## config.mk

```make
export PLATFORM = sky130hd
export DESIGN_NAME = line_position_pd_steering
export DESIGN_NICKNAME = d
export VERILOG_FILES = /design/src/rtl/lpps_pkg.sv /design/src/rtl/line_position_pd_steering.sv /design/src/rtl/lpps_front.sv /design/src/rtl/lpps_queue.sv /design/src/rtl/lpps_back.sv
export SDC_FILE = /design/constraint.sdc
export NUM_CORES = 1
export LEC_CHECK = 0
export ABC_AREA = 1
export BUFFER_PORTS_ARGS = -buffer_cell sky130_fd_sc_hd__buf_2
export CAP_MARGIN = 20
export CELL_PAD_IN_SITES_DETAIL_PLACEMENT = 2
export CELL_PAD_IN_SITES_GLOBAL_PLACEMENT = 2
export CORE_MARGIN = 3
export CORE_UTILIZATION = 40
export DETAILED_ROUTE_END_ITERATION = 10
export HOLD_SLACK_MARGIN = 0.06
export PLACE_DENSITY_LB_ADDON = 0.1
export SETUP_SLACK_MARGIN = 0.05
export SLEW_MARGIN = 20
export SYNTH_ARGS = -nofsm -noshare
export SYNTH_HDL_FRONTEND = slang
export SYNTH_HIERARCHICAL = 1
export SYNTH_SLANG_ARGS = --single-unit
```

## constraint.sdc

```tcl
create_clock -name clk -period 8.5 [get_ports clk]
set_input_delay 2.125 -clock clk [delete_from_list [all_inputs] [get_ports clk]]
set_output_delay 2.125 -clock clk [all_outputs]
set_load 0.02 [all_outputs]
```

## src/rtl/lpps_pkg.sv

```systemverilog
`timescale 1ns / 1ps
// ----------------------------------------------------------------------------
// lpps_pkg
// Shared types and constants for the line position PD steering block.
// ----------------------------------------------------------------------------
package lpps_pkg;

    localparam int PIN_W                = 8;
    localparam int SENSOR_COUNT_DEFAULT = 8;
    localparam int PWM_TOP_DEFAULT      = 1000;
    localparam int DUTY_FIELD_MAX       = 1023;

    localparam int SUM_W   = 7;
    localparam int CNT_W   = 4;
    localparam int POS_W   = 7;
    localparam int ERR_W   = 9;
    localparam int DIFF_W  = 10;
    localparam int CORR_W  = 10;
    localparam int DUTY_W  = 10;
    localparam int SPD_W   = 12;
    localparam int PROD_W  = 32;
    localparam int SCALE_W = 15;

    // 40/3 as a fixed-point reciprocal: 40 * ceil(2^17 / 3), shift by 17
    localparam int          SCALE_SHIFT = 17;
    localparam logic [20:0] SCALE_MULT  = 21'd1747640;

    localparam int QUEUE_DEPTH = 2;

    localparam int          IDX_W            = 3;
    localparam int          DATA_W           = 8;
    localparam logic [IDX_W-1:0] REG_KP_GAIN       = 3'd0;
    localparam logic [IDX_W-1:0] REG_KD_GAIN       = 3'd1;
    localparam logic [IDX_W-1:0] REG_SETPOINT      = 3'd2;
    localparam logic [IDX_W-1:0] REG_LOST_POSITION = 3'd3;
    localparam logic [IDX_W-1:0] REG_BASE_SPEED    = 3'd4;

    localparam logic [7:0] KP_RESET    = 8'd16;
    localparam logic [7:0] KD_RESET    = 8'd0;
    localparam logic [4:0] SETP_RESET  = 5'd14;
    localparam logic [6:0] LOST_RESET  = 7'd100;
    localparam logic [7:0] BASE_RESET  = 8'd100;

    typedef struct packed {
        logic [7:0] kp_gain;
        logic [7:0] kd_gain;
        logic [4:0] setpoint;
        logic [6:0] lost_position;
        logic [7:0] base_speed;
    } cfg_t;

    typedef struct packed {
        logic [SUM_W-1:0] sum;
        logic [CNT_W-1:0] count;
    } sample_t;

    typedef struct packed {
        logic pop;
    } queue_ctl_t;

    typedef enum logic [2:0] {
        ST_IDLE,
        ST_DIV,
        ST_PD,
        ST_SUM,
        ST_DUTY,
        ST_OUT
    } state_t;

endpackage

```

## src/rtl/line_position_pd_steering.sv

```systemverilog
`timescale 1ns / 1ps
// ----------------------------------------------------------------------------
// line_position_pd_steering
// Line sensor position, PD steering correction and motor duty values.
// ----------------------------------------------------------------------------
//   channel   signals                                   direction
//   input     in_valid, in_stall, raw_pins              word in
//   output    out_valid, out_stall, position, line_lost,
//             correction, left_duty, right_duty         word out
//   config    cfg_wr_en, cfg_index, cfg_data            write only
//
// A word runs from leaving the queue to its result through one load,
// seven steps of the bit-serial position divider, three arithmetic steps
// and one output load; a word with no sensor on the line skips the
// divider. Reset loads the register defaults and clears the previous
// error. A two-word queue parts the front from the back; in_stall rises
// when it is full, and out_stall holds the result register.
// ----------------------------------------------------------------------------
module line_position_pd_steering #(
    parameter int SENSOR_COUNT = lpps_pkg::SENSOR_COUNT_DEFAULT,
    parameter int PWM_TOP      = lpps_pkg::PWM_TOP_DEFAULT
) (
    input  logic                                clk,
    input  logic                                rst_n,
    input  logic                                cfg_wr_en,
    input  logic [lpps_pkg::IDX_W-1:0]          cfg_index,
    input  logic [lpps_pkg::DATA_W-1:0]         cfg_data,
    input  logic                                in_valid,
    output logic                                in_stall,
    input  logic [lpps_pkg::PIN_W-1:0]          raw_pins,
    output logic                                out_valid,
    input  logic                                out_stall,
    output logic [lpps_pkg::POS_W-1:0]          position,
    output logic                                line_lost,
    output logic signed [lpps_pkg::CORR_W-1:0]  correction,
    output logic [lpps_pkg::DUTY_W-1:0]         left_duty,
    output logic [lpps_pkg::DUTY_W-1:0]         right_duty
);

    lpps_pkg::cfg_t       cfg_reg;
    lpps_pkg::sample_t    sample, q_data;
    lpps_pkg::queue_ctl_t q_ctl;
    logic                 q_full, q_not_empty;

    always_ff @(posedge clk or negedge rst_n)
    begin
        if (!rst_n)
        begin
            cfg_reg.kp_gain       <= lpps_pkg::KP_RESET;
            cfg_reg.kd_gain       <= lpps_pkg::KD_RESET;
            cfg_reg.setpoint      <= lpps_pkg::SETP_RESET;
            cfg_reg.lost_position <= lpps_pkg::LOST_RESET;
            cfg_reg.base_speed    <= lpps_pkg::BASE_RESET;
        end
        else if (cfg_wr_en)
        begin
            unique case (cfg_index)
                lpps_pkg::REG_KP_GAIN:       cfg_reg.kp_gain       <= cfg_data;
                lpps_pkg::REG_KD_GAIN:       cfg_reg.kd_gain       <= cfg_data;
                lpps_pkg::REG_SETPOINT:      cfg_reg.setpoint      <= cfg_data[4:0];
                lpps_pkg::REG_LOST_POSITION: cfg_reg.lost_position <= cfg_data[6:0];
                lpps_pkg::REG_BASE_SPEED:    cfg_reg.base_speed    <= cfg_data;
                default: ;
            endcase
        end
    end

    assign in_stall = q_full;

    lpps_front #(
        .SENSOR_COUNT (SENSOR_COUNT)
    ) u_front (
        .raw_pins (raw_pins),
        .sample   (sample)
    );

    lpps_queue u_queue (
        .clk       (clk),
        .rst_n     (rst_n),
        .push      (in_valid),
        .push_data (sample),
        .full      (q_full),
        .pop       (q_ctl.pop),
        .not_empty (q_not_empty),
        .pop_data  (q_data)
    );

    lpps_back #(
        .PWM_TOP (PWM_TOP)
    ) u_back (
        .clk         (clk),
        .rst_n       (rst_n),
        .cfg         (cfg_reg),
        .q_data      (q_data),
        .q_not_empty (q_not_empty),
        .q_ctl       (q_ctl),
        .out_valid   (out_valid),
        .out_stall   (out_stall),
        .position    (position),
        .line_lost   (line_lost),
        .correction  (correction),
        .left_duty   (left_duty),
        .right_duty  (right_duty)
    );

endmodule

```

## src/rtl/lpps_front.sv

```systemverilog
`timescale 1ns / 1ps
// ----------------------------------------------------------------------------
// lpps_front
// Classifies a pin sample: weight sum and count of sensors on the line.
// ----------------------------------------------------------------------------
module lpps_front #(
    parameter int SENSOR_COUNT = lpps_pkg::SENSOR_COUNT_DEFAULT
) (
    input  logic [lpps_pkg::PIN_W-1:0] raw_pins,
    output lpps_pkg::sample_t          sample
);

    localparam int USED = (SENSOR_COUNT < lpps_pkg::PIN_W) ? SENSOR_COUNT
                                                           : lpps_pkg::PIN_W;

    always_comb
    begin
        sample.sum   = '0;
        sample.count = '0;
        for (int n = 0; n < USED; n++)
        begin
            if (!raw_pins[n])
            begin
                sample.sum   = sample.sum + lpps_pkg::SUM_W'(4 * n);
                sample.count = sample.count + lpps_pkg::CNT_W'(1);
            end
        end
    end

endmodule

```

## src/rtl/lpps_queue.sv

```systemverilog
`timescale 1ns / 1ps
// ----------------------------------------------------------------------------
// lpps_queue
// Short FIFO between the front and back parts.
// ----------------------------------------------------------------------------
module lpps_queue (
    input  logic                   clk,
    input  logic                   rst_n,
    input  logic                   push,
    input  lpps_pkg::sample_t      push_data,
    output logic                   full,
    input  logic                   pop,
    output logic                   not_empty,
    output lpps_pkg::sample_t      pop_data
);

    localparam int PTR_W = (lpps_pkg::QUEUE_DEPTH > 1) ? $clog2(lpps_pkg::QUEUE_DEPTH) : 1;
    localparam int FILL_W = $clog2(lpps_pkg::QUEUE_DEPTH + 1);
    localparam logic [FILL_W-1:0] DEPTH_V = FILL_W'(lpps_pkg::QUEUE_DEPTH);
    localparam logic [PTR_W-1:0]  LAST_V  = PTR_W'(lpps_pkg::QUEUE_DEPTH - 1);

    lpps_pkg::sample_t   mem_reg [lpps_pkg::QUEUE_DEPTH];
    logic [PTR_W-1:0]    wr_ptr_reg, wr_ptr_next;
    logic [PTR_W-1:0]    rd_ptr_reg, rd_ptr_next;
    logic [FILL_W-1:0]   fill_reg, fill_next;
    logic                do_push, do_pop;

    assign full      = (fill_reg == DEPTH_V);
    assign not_empty = (fill_reg != '0);
    assign pop_data  = mem_reg[rd_ptr_reg];
    assign do_push   = push && !full;
    assign do_pop    = pop && not_empty;

    always_comb
    begin
        wr_ptr_next = wr_ptr_reg;
        rd_ptr_next = rd_ptr_reg;
        fill_next   = fill_reg;
        if (do_push)
            wr_ptr_next = (wr_ptr_reg == LAST_V) ? '0 : wr_ptr_reg + PTR_W'(1);
        if (do_pop)
            rd_ptr_next = (rd_ptr_reg == LAST_V) ? '0 : rd_ptr_reg + PTR_W'(1);
        if (do_push && !do_pop)
            fill_next = fill_reg + FILL_W'(1);
        else if (do_pop && !do_push)
            fill_next = fill_reg - FILL_W'(1);
    end

    always_ff @(posedge clk or negedge rst_n)
    begin
        if (!rst_n)
        begin
            wr_ptr_reg <= '0;
            rd_ptr_reg <= '0;
            fill_reg   <= '0;
        end
        else
        begin
            wr_ptr_reg <= wr_ptr_next;
            rd_ptr_reg <= rd_ptr_next;
            fill_reg   <= fill_next;
        end
    end

    always_ff @(posedge clk)
    begin
        if (do_push)
            mem_reg[wr_ptr_reg] <= push_data;
    end

endmodule

```

## src/rtl/lpps_back.sv

```systemverilog
`timescale 1ns / 1ps
// ----------------------------------------------------------------------------
// lpps_back
// Divides out the position, runs the PD law and scales the motor duties.
// ----------------------------------------------------------------------------
module lpps_back #(
    parameter int PWM_TOP = lpps_pkg::PWM_TOP_DEFAULT
) (
    input  logic                         clk,
    input  logic                         rst_n,
    input  lpps_pkg::cfg_t               cfg,
    input  lpps_pkg::sample_t            q_data,
    input  logic                         q_not_empty,
    output lpps_pkg::queue_ctl_t         q_ctl,
    output logic                         out_valid,
    input  logic                         out_stall,
    output logic [lpps_pkg::POS_W-1:0]   position,
    output logic                         line_lost,
    output logic signed [lpps_pkg::CORR_W-1:0] correction,
    output logic [lpps_pkg::DUTY_W-1:0]  left_duty,
    output logic [lpps_pkg::DUTY_W-1:0]  right_duty
);

    localparam int DUTY_TOP = (PWM_TOP > lpps_pkg::DUTY_FIELD_MAX) ? lpps_pkg::DUTY_FIELD_MAX
                                                                 : PWM_TOP;
    localparam logic [lpps_pkg::SCALE_W-1:0] TOP_V = lpps_pkg::SCALE_W'(DUTY_TOP);
    localparam logic [2:0] LAST_STEP = 3'(lpps_pkg::SUM_W - 1);

    lpps_pkg::state_t state_reg, state_next;

    logic [lpps_pkg::SUM_W-1:0]   dvd_reg, dvd_next;
    logic [2:0]                   rem_reg, rem_next;
    logic [lpps_pkg::CNT_W-1:0]   div_reg, div_next;
    logic [2:0]                   step_reg, step_next;
    logic [lpps_pkg::POS_W-1:0]   pos_reg, pos_next;
    logic                         lost_reg, lost_next;
    logic signed [lpps_pkg::ERR_W-1:0]  prev_reg, prev_next;
    logic signed [17:0]           pkp_reg, pkp_next;
    logic signed [18:0]           pkd_reg, pkd_next;
    logic signed [lpps_pkg::CORR_W-1:0] corr_reg, corr_next;
    logic [lpps_pkg::PROD_W-1:0]  lprod_reg, lprod_next;
    logic [lpps_pkg::PROD_W-1:0]  rprod_reg, rprod_next;

    logic                         out_valid_reg, out_valid_next;
    logic [lpps_pkg::POS_W-1:0]   o_pos_reg;
    logic                         o_lost_reg;
    logic signed [lpps_pkg::CORR_W-1:0] o_corr_reg;
    logic [lpps_pkg::DUTY_W-1:0]  o_left_reg, o_right_reg;

    logic                         out_free, out_load, start;
    logic [3:0]                   rem_sh;
    logic                         ge;
    logic signed [lpps_pkg::ERR_W-1:0]  err;
    logic signed [lpps_pkg::DIFF_W-1:0] diff;
    logic signed [19:0]           acc, acc_adj;
    logic signed [15:0]           quo;
    logic signed [lpps_pkg::SPD_W-1:0] spd_l, spd_r;
    logic [10:0]                  mag_l, mag_r;
    logic [lpps_pkg::SCALE_W-1:0] sc_l, sc_r;
    logic [lpps_pkg::DUTY_W-1:0]  duty_l, duty_r;

    assign out_free = !out_valid_reg || !out_stall;
    assign start    = (state_reg == lpps_pkg::ST_IDLE) && q_not_empty;

    // next state
    always_comb
    begin
        state_next = state_reg;
        unique case (state_reg)
            lpps_pkg::ST_IDLE:
                if (q_not_empty)
                    state_next = (q_data.count == '0) ? lpps_pkg::ST_PD : lpps_pkg::ST_DIV;
            lpps_pkg::ST_DIV:
                if (step_reg == LAST_STEP)
                    state_next = lpps_pkg::ST_PD;
            lpps_pkg::ST_PD:   state_next = lpps_pkg::ST_SUM;
            lpps_pkg::ST_SUM:  state_next = lpps_pkg::ST_DUTY;
            lpps_pkg::ST_DUTY: state_next = lpps_pkg::ST_OUT;
            lpps_pkg::ST_OUT:
                if (out_free)
                    state_next = lpps_pkg::ST_IDLE;
            default: state_next = lpps_pkg::ST_IDLE;
        endcase
    end

    // outputs
    always_comb
    begin
        q_ctl.pop   = start;
        out_load    = (state_reg == lpps_pkg::ST_OUT) && out_free;
    end

    // datapath
    always_comb
    begin
        rem_sh  = {rem_reg, dvd_reg[lpps_pkg::SUM_W-1]};
        ge      = ({1'b0, rem_sh} >= {1'b0, div_reg});
        err     = $signed({4'b0, cfg.setpoint}) - $signed({2'b0, pos_reg});
        diff    = $signed({err[lpps_pkg::ERR_W-1], err})
                - $signed({prev_reg[lpps_pkg::ERR_W-1], prev_reg});
        acc     = 20'(pkp_reg) + 20'(pkd_reg);
        acc_adj = acc[19] ? acc + 20'sd15 : acc;
        quo     = 16'(acc_adj >>> 4);
        spd_l   = $signed({4'b0, cfg.base_speed})
                - $signed({corr_reg[lpps_pkg::CORR_W-1], corr_reg, 1'b0});
        spd_r   = $signed({4'b0, cfg.base_speed})
                + $signed({corr_reg[lpps_pkg::CORR_W-1], corr_reg, 1'b0});
        mag_l   = spd_l[lpps_pkg::SPD_W-1] ? '0 : spd_l[10:0];
        mag_r   = spd_r[lpps_pkg::SPD_W-1] ? '0 : spd_r[10:0];
        sc_l    = lprod_reg[lpps_pkg::SCALE_SHIFT +: lpps_pkg::SCALE_W];
        sc_r    = rprod_reg[lpps_pkg::SCALE_SHIFT +: lpps_pkg::SCALE_W];
        duty_l  = (sc_l > TOP_V) ? lpps_pkg::DUTY_W'(TOP_V) : sc_l[lpps_pkg::DUTY_W-1:0];
        duty_r  = (sc_r > TOP_V) ? lpps_pkg::DUTY_W'(TOP_V) : sc_r[lpps_pkg::DUTY_W-1:0];

        dvd_next   = dvd_reg;
        rem_next   = rem_reg;
        div_next   = div_reg;
        step_next  = step_reg;
        pos_next   = pos_reg;
        lost_next  = lost_reg;
        prev_next  = prev_reg;
        pkp_next   = pkp_reg;
        pkd_next   = pkd_reg;
        corr_next  = corr_reg;
        lprod_next = lprod_reg;
        rprod_next = rprod_reg;

        case (state_reg)
            lpps_pkg::ST_IDLE:
            begin
                dvd_next  = q_data.sum;
                rem_next  = '0;
                div_next  = q_data.count;
                step_next = '0;
                lost_next = (q_data.count == '0);
                pos_next  = cfg.lost_position;
            end
            lpps_pkg::ST_DIV:
            begin
                rem_next  = ge ? 3'(rem_sh - div_reg) : rem_sh[2:0];
                dvd_next  = {dvd_reg[lpps_pkg::SUM_W-2:0], ge};
                step_next = step_reg + 3'd1;
                pos_next  = {dvd_reg[lpps_pkg::SUM_W-2:0], ge};
            end
            lpps_pkg::ST_PD:
            begin
                pkp_next  = $signed({1'b0, cfg.kp_gain}) * err;
                pkd_next  = $signed({1'b0, cfg.kd_gain}) * diff;
                prev_next = err;
            end
            lpps_pkg::ST_SUM:
            begin
                if (quo > 16'sd511)
                    corr_next = 10'sd511;
                else if (quo < -16'sd512)
                    corr_next = -10'sd512;
                else
                    corr_next = quo[lpps_pkg::CORR_W-1:0];
            end
            lpps_pkg::ST_DUTY:
            begin
                lprod_next = lpps_pkg::PROD_W'(mag_l * lpps_pkg::SCALE_MULT);
                rprod_next = lpps_pkg::PROD_W'(mag_r * lpps_pkg::SCALE_MULT);
            end
            default: ;
        endcase

        out_valid_next = out_valid_reg;
        if (out_load)
            out_valid_next = 1'b1;
        else if (!out_stall)
            out_valid_next = 1'b0;
    end

    always_ff @(posedge clk or negedge rst_n)
    begin
        if (!rst_n)
        begin
            state_reg     <= lpps_pkg::ST_IDLE;
            prev_reg      <= '0;
            out_valid_reg <= 1'b0;
        end
        else
        begin
            state_reg     <= state_next;
            prev_reg      <= prev_next;
            out_valid_reg <= out_valid_next;
        end
    end

    always_ff @(posedge clk)
    begin
        dvd_reg   <= dvd_next;
        rem_reg   <= rem_next;
        div_reg   <= div_next;
        step_reg  <= step_next;
        pos_reg   <= pos_next;
        lost_reg  <= lost_next;
        pkp_reg   <= pkp_next;
        pkd_reg   <= pkd_next;
        corr_reg  <= corr_next;
        lprod_reg <= lprod_next;
        rprod_reg <= rprod_next;
        if (out_load)
        begin
            o_pos_reg   <= pos_reg;
            o_lost_reg  <= lost_reg;
            o_corr_reg  <= corr_reg;
            o_left_reg  <= duty_l;
            o_right_reg <= duty_r;
        end
    end

    assign out_valid  = out_valid_reg;
    assign position   = o_pos_reg;
    assign line_lost  = o_lost_reg;
    assign correction = o_corr_reg;
    assign left_duty  = o_left_reg;
    assign right_duty = o_right_reg;

endmodule
```

# Word level (Yosys, flattened, before mapping)
# Memory sizes are Yosys's and may differ from the RTL's.
# Index checks and enable logic that the tools add are counted.
# word_totals
regBits	220
mem_bits_rw	22
input_bits	24
output_inout_bits	40
elab_cells	132
n_memories	1
# memory_table
memory	words	word_bits	read_ports	rd_clocked_by_memory_dff	write_ports	line_no	text
u_queue.mem_reg	2	11	1	0	1	lpps_queue.sv:22	lpps_pkg::sample_t mem_reg [lpps_pkg::QUEUE_DEPTH];
# op_classes
n_addsub	26
mul	4
order_cmp	5
n_eq_ne	15
muxes	30
reduce_logical	24
# ops
op	n
two-way mux 11 bit	9
multiplier 11 x 18 -> 29 bit (second input constant)	2
> comparator 15 x 10 -> 1 bit (second input constant)	2
adder 7 x 5 -> 7 bit (second input constant)	4
case mux 7 bit (2 select lines)	2
adder 4 x 1 -> 4 bit (second input constant)	6
adder 18 x 19 -> 20 bit	1
adder 20 x 5 -> 20 bit (second input constant)	1
two-way mux 20 bit	1
multiplier 9 x 10 -> 19 bit	1
case mux 3 bit (6 select lines)	1
multiplier 9 x 8 -> 17 bit	1
> comparator 16 x 10 -> 1 bit (second input constant)	1
less-than comparator 16 x 10 -> 1 bit (second input constant)	1
adder 7 x 4 -> 7 bit (second input constant)	2
adder 9 x 11 -> 12 bit	1
== test 3 x 2 -> 1 bit (second input constant)	4
== test 3 bit (second input constant)	4
two-way mux 3 bit	4
case mux 3 bit (2 select lines)	2
subtractor 9 x 11 -> 12 bit	1
two-way mux 10 bit	1
AND reduction 2 bit	5
subtractor 8 x 8 -> 9 bit	1
21 further kinds	46

# Longest topological paths before layout
# depth
ltp_word	15
mapped_depth	40
mapped_depth_nobuf	40

# By module
# Netlist, hierarchy kept.
# by_module_without_submodules
mod	instances	cells_each	area_each_um2	seq_area_each_um2
lpps_back	1	2330	19814.0	4444.3
line_position_pd_steering	1	166	1486.4	913.4
lpps_front	1	200	1232.4	0.0
lpps_queue	1	89	1037.2	760.7

# Worst setup path before layout
# No wires, ideal clock.
# synth_timing
path_kind	reg-to-reg
from	reg cfg_reg[17] in the netlist's numbering
to	reg u_back.pkd_reg[15] (data pin)
setup_ns	0.258
arrival_time_ns	7.188
required_time_ns	8.242
setup_slack_ns	1.054
stages_incl_launch_ff	36
path_buffers	0
synth_period_minus_slack_ns	7.446
path_cell_list	dfstp_2 -> ha_1 -> a21oi_1 -> and2_1 -> inv_1 -> or2_2 -> nand2_1 -> inv_1 -> ha_1 -> nand2_1 -> o21ai_0 -> a21oi_1 -> o21ai_0 -> nand2_1 -> a22oi_1 -> inv_1 -> nand2_1 -> fa_1 -> fa_1 -> inv_1 -> fa_1 -> fa_1 -> inv_1 -> fa_1 -> inv_1 -> ha_1 -> a21oi_1 -> nand2_1 -> a21oi_1 -> inv_1 -> a21oi_1 -> o21ai_0 -> a21oi_1 -> nor2_1 -> nor2_1 -> xnor2_1
# synth_between
elab_chain_len	3
# synth_rtl
item	line_no	text
from (decl)	line_position_pd_steering.sv:40	lpps_pkg::cfg_t cfg_reg;
subtractor 5 x 7 -> 8 bit	lpps_back.sv:98	err = $signed({4'b0, cfg.setpoint}) - $signed({2'b0, pos_reg});
named net u_back.err, one bit	lpps_back.sv:53	logic signed [lpps_pkg::ERR_W-1:0] err;
subtractor 8 x 8 -> 9 bit	lpps_back.sv:100	- $signed({prev_reg[lpps_pkg::ERR_W-1], prev_reg});
multiplier 9 x 10 -> 19 bit	lpps_back.sv:148	pkd_next = $signed({1'b0, cfg.kd_gain}) * diff;
to (signal assigned)	lpps_back.sv:200	pkd_reg <= pkd_next;
to (decl)	lpps_back.sv:39	logic signed [18:0] pkd_reg, pkd_next;
# The timed path passes the listed nets, and every way through them passes these cells.
# A chain may end at the register's enable or synchronous reset.

# Worst setup path in the final report
# layout_timing
from	reg u_back/pos_reg[2] in the netlist's numbering
to	reg u_back.pkd_reg[16] (data pin)
# layout_between
elab_chain_len	3
# layout_rtl
item	line_no	text
from (decl)	lpps_back.sv:35	logic [lpps_pkg::POS_W-1:0] pos_reg, pos_next;
from (signal assigned)	lpps_back.sv:197	pos_reg <= pos_next;
subtractor 5 x 7 -> 8 bit	lpps_back.sv:98	
named net u_back.err, one bit	lpps_back.sv:53	
subtractor 8 x 8 -> 9 bit	lpps_back.sv:100	
multiplier 9 x 10 -> 19 bit	lpps_back.sv:148	
# The timed path passes the listed nets, and every way through them passes these cells.

==> impl_results.md <==
- Result of the run: completed
- # hold bufs at CTS: 0
- Die W: 249 um
- Vias in the first global route: 21300
- CTS Sinks: 212
- Core Box Area: 0.0580 sq mm
- Slew HR: 28.8%
- Htree depth: 1
- Vias: 18400
- Slew @ Worst Pin: 1.07 ns
- Maximum Capacitance Violations: 0
- Initial drt markers: 524
- Share of layout cells above drive strength 1: 9.01%
- Antenna diodes: 0
- I/O Buffers: 63
- Number of synthesized register bits: 212
- HP Class: reg -> reg
- Die area: 0.0619 sq mm
- Global-route wire length before repair: 112 mm
- Worst reg2reg path depth: 36
- CP delay by family, top: adder cells
- Endpoint class of the critical path: flop
- Cell variety after synth: 56
- Antenna viol nets, final: 0
- Dominant synthesized flop cell: edfxtp_1
- RSZ-0062 raised after global routing: no
- Max Fclk: 127 MHz
- WP depth: 36
- Worst-Skew Late Latency: 0.57 ns
- Final Critical Period: 7.86 ns
- Number of hold violations in the final report: 0
- Commonest non-fill, non-tap cell in the layout: inv_1
- Fill cells: 6538
- Drt total wl: 68.8 mm
- Seq/Total Area, Yosys: 26.0%
- Nets@finish: 3426
- Critical-path maximum fanout: 7
- R2r setup slk: 0.64 ns
- Crit path DAT: 8.17 ns
- Final Skew: 0.0162 ns
- GPL Wtd Cong: 0.848
- Slowest library cell on the worst path: fa_1
- Worst r2r src: u_back/pos_reg[2]$_DFFE_PP_
- GRT overflow: 0
- GRT Total Usage: 22.3%
- CTS tree: yes
- Root buf cell: clkbuf_16
- Syn Inst Count: 2785
- Final period util: 92.5%
- Area Growth Syn to Fin: 9.18%
- Rows: 88
- DIE HEIGHT: 249 um
- Max FFs per register: 36
- Number of iterations in the first detailed-routing pass: 5
- Number of enable flip-flop cells after synthesis: 160
- FFs w/ async S/R, synth: 24.5%
- Kind of critical path: reg -> reg
- Largest net degree at the start of global routing: 53
- Via density: 5.04
- Top cell by count, worst path: inv_1
- # IOs: 64
- Setup_tns: 0 ns
- R2r endpoint: u_back/pkd_reg[16]$_DFFE_PP_
- Cts bufs inserted: 26
- # setup viols final: 0
- Post-synthesis cell area: 0.0236 sq mm
- Sequential cell area: 0.00612 sq mm
- Post-synthesis average cell area: 8.46 sq um
- Worst Path Buf+Inv: 10
- Starting Density: 40.6%
- Clock buffer depth: 3
- DRC: 0
- Drt wl/cell: 18.8 um
- Worst EP required: 8.81 ns
- Multi-input logic area: 0.0150 sq mm
- Hold Path End: u_back/line_lost$_DFFE_PP_
- Most frequent cells in the layout: 618 x inv_1, 598 x nand2_1, 337 x ha_1, 200 x nor2_1, 198 x fa_1
- Ys Warns: 6
- Critical path's largest stage delay: 0.55 ns
- Initial antenna violation count: 0
- Hpwl dp: 59.0 mm
- CP Launch Type: flop
- CTS clk-pin slew, worst paths: 0.06 ns
- Slew Viols, Final: 0
- Hold Crit Depth: 0
- Min-delay src: u_back/lost_reg$_DFFE_PN_
## worst reg2reg max path, delay by kind of cell, from the launching register on
| kind | cells | cell delay (ns) |
|---|---|---|
| flops | 1 | 0.36 |
| compound gates | 10 | 1.73 |
| xor+xnor | 1 | 0.09 |
| simple gates | 7 | 1.04 |
| buf+inv | 10 | 0.90 |
| fa+ha+maj | 8 | 3.52 |
## what timing repair did
action / in CTS / in global routing
resized for setup: 0 / 11
setup buffers: 0 / 1
setup endpoints to repair: 0 / 8
## layout make-up
| type | count | area share (%) |
|---|---|---|
| Clock buffer | 39 | 2.87 |
| Clock inverter | 9 | 0.501 |
| Inverter | 632 | 9.22 |
| Multi-Input combinational cell | 1924 | 58.5 |
| Sequential cell | 212 | 23.8 |
| Tap cell | 765 | 3.72 |
| Timing Repair Buffer | 70 | 1.43 |
## cells in the mapped netlist (2+ instances only)
master,number,area (sq um)
a21boi_0,2,15.0
clkbuf_1,7,26.3
nor2_2,13,81.3
o2111ai_1,4,35.0
o221ai_1,4,35.0
a31oi_1,8,50.1
ha_1,337,4220
nand3b_1,9,67.6
and2_1,4,25.0
o21ai_0,65,325
o21ai_2,2,17.5
buf_4,2,15.0
a21o_1,6,45.0
nand4_1,23,144
dfrtp_1,42,1050
o211ai_1,2,15.0
o21ai_1,2,10.0
o21a_1,5,37.5
nand2_1,599,2250
fa_1,199,3980
o21bai_1,7,52.6
nor2_1,204,766
xor2_1,53,464
xnor2_1,24,210
nor3b_1,2,15.0
nand2_4,8,90.1
nand2_2,39,244
buf_2,8,40.0
inv_2,13,48.8
nand3_1,106,531
nor3_1,24,120
nor2_4,12,135
inv_1,618,2320
nand3_2,16,160
or2_2,18,113
nor4_1,3,18.8
dfstp_2,10,263
a21oi_1,108,541
edfxtp_1,160,4800
## layer usage
layer	GRT usage, %	share of wire (%)	vias to the layer above
met2	42.4	53	180
met4	4.65	2.2	0
met1	27.4	43	9258
li1	-	-	8879
met3	1.77	2.2	82
met5	0	0	-
## metrics by stage
stage	setup WS, ns	cells	area, sq um	util [%]	hold slack (ns)
finish	0.637	3651	25700	44.3	0.435
global route	0.0557	3651	25700	44.3	0.449
CTS	0.290	3650	25700	44.3	0.439
detailed placement	0.344	3602	24800	42.8	0.422
global placement	0.783	3602	24800	42.8	0.403
floorplan	1.05	2786	23600	-	0.400
## worst max-delay path by stage
stage | startpoint | endpoint | slack [ns]
after floorplan | cfg_reg[17]$_DFFE_PN1P_ | u_back/pkd_reg[15]$_DFFE_PP_ | 1.05
after global placement | cfg_reg[17]$_DFFE_PN1P_ | u_back/pkd_reg[15]$_DFFE_PP_ | 0.78
after detailed placement | cfg_reg[17]$_DFFE_PN1P_ | u_back/pkd_reg[15]$_DFFE_PP_ | 0.34
after CTS | cfg_reg[17]$_DFFE_PN1P_ | u_back/pkd_reg[15]$_DFFE_PP_ | 0.29
after global routing | cfg_reg[15]$_DFFE_PN0P_ | u_back/pkd_reg[15]$_DFFE_PP_ | 0.06
final | u_back/pos_reg[2]$_DFFE_PP_ | u_back/pkd_reg[16]$_DFFE_PP_ | 0.64
## logic make-up (layout without fill, tap and decap cells)
family	Yosys count	in the layout	synth area share (%)
other	1	2	0.0159
AOI/OAI and AO/OA	224	224	5.39
and+or+nand+nor	1083	1083	20.3
xor gates and xnor gates	79	79	3.05
DFF	212	212	26.0
adders and majority gates	536	536	34.8
buffers and inverters	650	750	10.5
Power is not shown: default switching activity piles up to over one toggle a cycle in this logic, so the estimate is an artifact.
